[config.mk]
export PLATFORM = sky130hd
export DESIGN_NAME = fpdq_ctrl
export DESIGN_NICKNAME = d
export VERILOG_FILES = /design/src/rtl/fpdq_pkg.sv /design/src/rtl/fpdq_ctrl.sv
export SDC_FILE = /design/constraint.sdc
export NUM_CORES = 1
export LEC_CHECK = 0
export BUFFER_PORTS_ARGS = -buffer_cell sky130_fd_sc_hd__buf_4
export CORE_AREA = 5 5 42 44
export CTS_BUF_LIST = sky130_fd_sc_hd__clkbuf_16
export CTS_CLUSTER_DIAMETER = 200
export DETAILED_ROUTE_END_ITERATION = 10
export DIE_AREA = 0 0 47 49
export GPL_TIMING_DRIVEN = 0
export PLACE_DENSITY = 0.59
export SLEW_MARGIN = 20
export SYNTH_ARGS = -nofsm -noshare
export SYNTH_HDL_FRONTEND = slang
export SYNTH_SLANG_ARGS = --single-unit
[constraint.sdc]
create_clock -name clock -period 1.35 [get_ports clock]
set_input_delay 0.27 -clock clock [delete_from_list [all_inputs] [get_ports clock]]
set_output_delay 0.27 -clock clock [all_outputs]
set_load 0.03 [all_outputs]
[src/rtl/fpdq_pkg.sv]
`default_nettype none
package fpdq_pkg;

   // request codes
   localparam logic [1:0] REQ_INSERT      = 2'd0;
   localparam logic [1:0] REQ_POP_OLDEST  = 2'd1;
   localparam logic [1:0] REQ_POP_HIGHEST = 2'd2;

   // result status codes
   localparam logic [1:0] ST_INSERTED = 2'd0;
   localparam logic [1:0] ST_SERVED   = 2'd1;
   localparam logic [1:0] ST_EMPTY    = 2'd2;
   localparam logic [1:0] ST_FULL     = 2'd3;

   localparam int unsigned ID_W   = 32;
   localparam int unsigned PRIO_W = 32;

   // datapath operations issued by the controller
   typedef enum logic [2:0] {
      OP_NONE      = 3'd0,
      OP_CAPTURE   = 3'd1,
      OP_INSERT    = 3'd2,
      OP_TAKE_HEAD = 3'd3,
      OP_SCAN_INIT = 3'd4,
      OP_SCAN_STEP = 3'd5,
      OP_TAKE_BEST = 3'd6,
      OP_REJECT    = 3'd7
   } fpdq_op_type;

   typedef struct packed {
      fpdq_op_type op;
      logic        out_load;
   } fpdq_cmd_type;

   typedef struct packed {
      logic kind_insert;
      logic kind_pop_oldest;
      logic kind_pop_highest;
      logic empty;
      logic full;
      logic scan_done;
   } fpdq_stat_type;

endpackage
`default_nettype wire

[src/rtl/fpdq_ctrl.sv]
`default_nettype none
module fpdq_ctrl import fpdq_pkg::*; (
   input  logic          clock,
   input  logic          reset,
   input  logic          req_valid,
   output logic          req_ready,
   output logic          rsp_valid,
   input  logic          rsp_ready,
   input  fpdq_stat_type stat,
   output fpdq_cmd_type  cmd
);

   typedef enum logic [3:0] {
      S_IDLE   = 4'b0001,
      S_DECIDE = 4'b0010,
      S_SCAN   = 4'b0100,
      S_RESP   = 4'b1000
   } fpdq_state_type;

   fpdq_state_type state_ff, state_in;
   logic           rsp_valid_ff, rsp_valid_in;

   // next state and command decode
   always_comb begin
      state_in     = state_ff;
      cmd.op       = OP_NONE;
      cmd.out_load = 1'b0;
      case (state_ff)
         S_IDLE: begin
            if (req_valid) begin
               cmd.op   = OP_CAPTURE;
               state_in = S_DECIDE;
            end
         end
         S_DECIDE: begin
            if (stat.kind_insert) begin
               cmd.op   = stat.full ? OP_REJECT : OP_INSERT;
               state_in = S_RESP;
            end else if (stat.kind_pop_oldest && !stat.empty) begin
               cmd.op   = OP_TAKE_HEAD;
               state_in = S_RESP;
            end else if (stat.kind_pop_highest && !stat.empty) begin
               cmd.op   = OP_SCAN_INIT;
               state_in = S_SCAN;
            end else begin
               cmd.op   = OP_REJECT;
               state_in = S_RESP;
            end
         end
         S_SCAN: begin
            if (stat.scan_done) begin
               cmd.op   = OP_TAKE_BEST;
               state_in = S_RESP;
            end else begin
               cmd.op = OP_SCAN_STEP;
            end
         end
         S_RESP: begin
            if (!rsp_valid_ff || rsp_ready) begin
               cmd.out_load = 1'b1;
               state_in     = S_IDLE;
            end
         end
         default: begin
            state_in = S_IDLE;
         end
      endcase
   end

   // output beat valid: set on load, cleared when taken
   always_comb begin
      if (cmd.out_load) begin
         rsp_valid_in = 1'b1;
      end else begin
         rsp_valid_in = rsp_valid_ff & ~rsp_ready;
      end
   end

   always_ff @(posedge clock) begin
      if (reset) begin
         state_ff     <= S_IDLE;
         rsp_valid_ff <= 1'b0;
      end else begin
         state_ff     <= state_in;
         rsp_valid_ff <= rsp_valid_in;
      end
   end

   assign req_ready = (state_ff == S_IDLE);
   assign rsp_valid = rsp_valid_ff;

   // a max scan only runs over a non-empty queue
   a_scan_nonempty: assert property (@(posedge clock) disable iff (reset)
      (state_ff == S_SCAN) |-> !stat.empty)
      else $error("scan running on empty queue");

   // a waiting beat is never overwritten
   a_no_overwrite: assert property (@(posedge clock) disable iff (reset)
      (rsp_valid_ff && !rsp_ready) |-> !cmd.out_load)
      else $error("result loaded over a pending beat");

   // a waiting beat stays offered until taken
   a_beat_held: assert property (@(posedge clock) disable iff (reset)
      (rsp_valid_ff && !rsp_ready) |=> rsp_valid_ff)
      else $error("pending result beat dropped");

endmodule
`default_nettype wire

==> flow_results.org <==
** Yosys
- Top FF cell, synth :: dfxtp_1
- Yosys printed 0 warnings.
- Post-synthesis instance area :: 352 um2
- Ranked by total cell area, the synthesized netlist is headed by dfxtp_1 (28%), or4b_4 (7.8%), or4b_1 (5.7%).
- Share of the yosys chip area belonging to registers :: 0.285
- Syn nets :: 49
- Number of library cell types mapped by synthesis :: 23
- Synthesized instance count :: 39
- The synthesized design spends more area on one cell type than any other, namely dfxtp_1.
- Commonest cells post-synth :: dfxtp_1 (5), inv_1 (5), nand2b_1 (3), nor2_1 (3)
- Mean post-synth cell area :: 9.02 um2
- Top cell type's share of synthesized area :: 0.285
- Number of synthesized register bits :: 5
- In this run, synthesis inferred 0 flip-flops with an integrated enable.
- Of all flip-flops after synthesis, the portion carrying an async set or reset was 0.

** Timing
- Final setup TNS :: -2720 ps
- Setup repair after global routing could not meet its margin everywhere.
- For this run, the top clock speed supported by timing is 0.538 GHz.
- For the finished layout, the period the worst path requires is 1860 ps.
- Number of setup violations in the final report :: 8
- Measured against its own limit, the worst slew margin works out to 0.599.
- Clock skew after layout :: 2.38 ps
- Worst-margin pin slew :: 599 ps
- After layout, the worst setup slack is -510 ps.
- The final number of hold-violating endpoints was 0.
- Pins Over Slew Limit :: 0
- Ratio of final minimum period to clock period :: 1.38
- Across all hold checks on the routed design, the worst slack comes to 252 ps.

** CTS
- Insertion delay of the later-clocked pin in the worst-skew pair :: 220 ps
- Clock-pin slew was measured on the worst setup and hold paths at 30 ps.
- TritonCTS created 3 clock buffers.
- H-tree Lvls :: 1
- In this run, post-CTS hold repair placed 0 buffers.
- Number of clock sinks :: 5
- TritonCTS clock tree :: built
- In this run the deepest clock path goes through 2 buffers.
- Clk Tree Root Cell :: clkbuf_16

** Drt
- Before antenna repair, the detailed router went through 4 iterations.
- Number of vias per cell :: 5.02
- The detailed router finished its first iteration with 3 violations.
- In the routed design, unresolved DRC markers number 0.
- Post-detailed-routing wire length :: 1.01 mm
- Via count :: 407
- Residual antenna-violating net count after detailed routing :: 0
- Wire length per cell :: 12.4 um

** Status
- Result of the run :: finished, violations left
- Failing checks :: negative setup slack

** Global route
- Across every metal layer, demand over resource in global routing totals 0.0901.
- The number of antenna violations at the first check in global routing came to 0.
- The first global-routing pass estimated 1.57 mm of wire.
- Sum of overflow across all layers after global routing :: 0
- Maximum number of pins on one net before global-route repair :: 9
- Via count of the first global-routing pass :: 417

** Placement
- Post-DP HPWL :: 738 um
- Post-place instance area :: 537 um2
- Routability congestion estimate :: 0.727
- OpenSTA, run right after detailed placement, puts the worst setup slack at -380 ps.
- IO buf count :: 15

** Cells and area
- The number of antenna diodes in the final layout is 0.
- Fraction of final layout cells with drive strength greater than 1 :: 0.677
- Post-route standard cell area excluding fillers :: 719 um2
- Layout net count :: 76
- Relative to the synthesized area, the layout overhead comes to 105%.

** Setup path
- Start point of the critical path :: state_ff[2]$_SDFFE_PP0P_
- Library cell contributing the largest single delay on the critical path :: or4b_4
- Walking the worst path, the cells encountered are or4b_4 -> a21o_4 -> o21ai_4 -> buf_6.
- STA classifies the critical path startpoint as a flop.
- STA puts the critical path data arrival time at 1590 ps.
- Along the worst path, the maximum fanout reaches 4.
- Crit Path Class :: reg -> out
- Nature of the critical path endpoint :: primary output
- Across all register-to-register paths, the minimum setup slack is -280 ps.
- The worst register-to-register path begins at state_ff[3]$_SDFFE_PP0P_.
- Stage delay of the slowest cell on the critical path :: 540 ps
- The worst register-to-register path ends at state_ff[3]$_SDFFE_PP0P_.
- Critical Path Sink :: cmd[3]
- Data required time of the worst path :: 1080 ps
- Depth of the worst register-to-register path :: 5

** Die
- Measured along the y axis, the die boundary spans 49 um.
- Std cell rows :: 14
- The total area inside the core boundary comes to 1400 um2.
- Overall die area :: 2300 um2
- Starting Density :: 0.251
- In this run the horizontal extent of the chip is 47 um.
- Top-level I/O count :: 16

** Power and ir drop
- Worst IR Drop VDD :: 0.857 mV
- Total power for the finished layout comes to 0.900 mW.
- Power per cell area :: 1250 nW/um2
- Summed over all cells, the static leakage comes to 0.298 nW.

** Hold path
- Startpoint of the tightest hold check path :: reset
- The tightest min-delay check is of the in -> reg type.

** Job
- Max-cap violations :: 0
[critical path: cells and delay by family, from the launching register on]
kind | cells | cell delay (ps)
buffers and inverters | 1 | 140
flip-flops | 1 | 340
AND/OR/NAND/NOR | 1 | 540
AO/OA/AOI/OAI | 2 | 340
[placed cells by master (no fill, tap or decap), drive strengths merged]
master and instances:
a31o 1, clkbuf 3, or4b 4, a221oi 1, inv 5, nor2 3, o22a 1, a31oi 1
nor4bb 1, nor3b 2, o22ai 1, o32ai 1, nand2b 3, buf 22, a21oi 2, nor4b 1
clkinvlp 1, o21ai 2, and2b 1, nor2b 1, nor3 1, a21o 1, a311o 1, dfxtp 5
[power by group]
part / leakage [nW] / total, mW / switching [mW] / internal (mW)
clock network: 0.0423 / 0.473 / 0.0902 / 0.383
logic: 0.213 / 0.245 / 0.110 / 0.135
registers: 0.0433 / 0.182 / 0.0212 / 0.161
total: 0.298 / 0.900 / 0.221 / 0.679
[how the worst min path moves through the flow]
stage,to,cells past startpoint
CTS,state_ff[3]$_SDFFE_PP0P_,2
detailed placement,state_ff[2]$_SDFFE_PP0P_,2
finish,state_ff[3]$_SDFFE_PP0P_,2
floorplan,rsp_valid$_SDFF_PP0_,1
global placement,rsp_valid$_SDFF_PP0_,2
global route,state_ff[3]$_SDFFE_PP0P_,2
[sequential cells by signal (all words and copies together) (netlist names)]
signal,count
rsp_valid,1
state_ff,4
[final cells by class]
class                   instances  area, um2
clock inverters                 1       3.75
repair buffers                 22        191
multi-input cells              29        293
well taps                      16       20.0
fillers                       137        682
clock buffers                   3       75.1
flip-flops and latches          5        114
inverters                       5       22.5
[cell families after synthesis]
group	synth area share
compound gates	0.270
simple gates	0.391
flops	0.285
buf+inv	0.0534
[what timing repair did]
item	CTS	global route
setup endpoints to repair	8	9
resized for setup	13	1
setup buffers	7	0
pin swaps	2	0
cloned	0	0
[per-layer routing]
| layer | up-vias | GRT usage | wire length (um) | share of wire |
|---|---|---|---|---|
| met3 | 0 | 0.0369 | 69 | 0.068 |
| li1 | 202 | - | - | - |
| met4 | 0 | 0.0276 | 0 | 0 |
| met5 | - | 0 | 0 | 0 |
| met1 | 187 | 0.112 | 424 | 0.42 |
| met2 | 18 | 0.138 | 514 | 0.51 |
[through the flow]
step / util / instances
final: 0.513 / 81
after global routing: 0.513 / 81
after CTS: 0.510 / 81
after detailed placement: 0.383 / 70
after global placement: 0.383 / 70
after floorplan: - / 39
No activity file was read; power rests on OpenSTA's default activity.
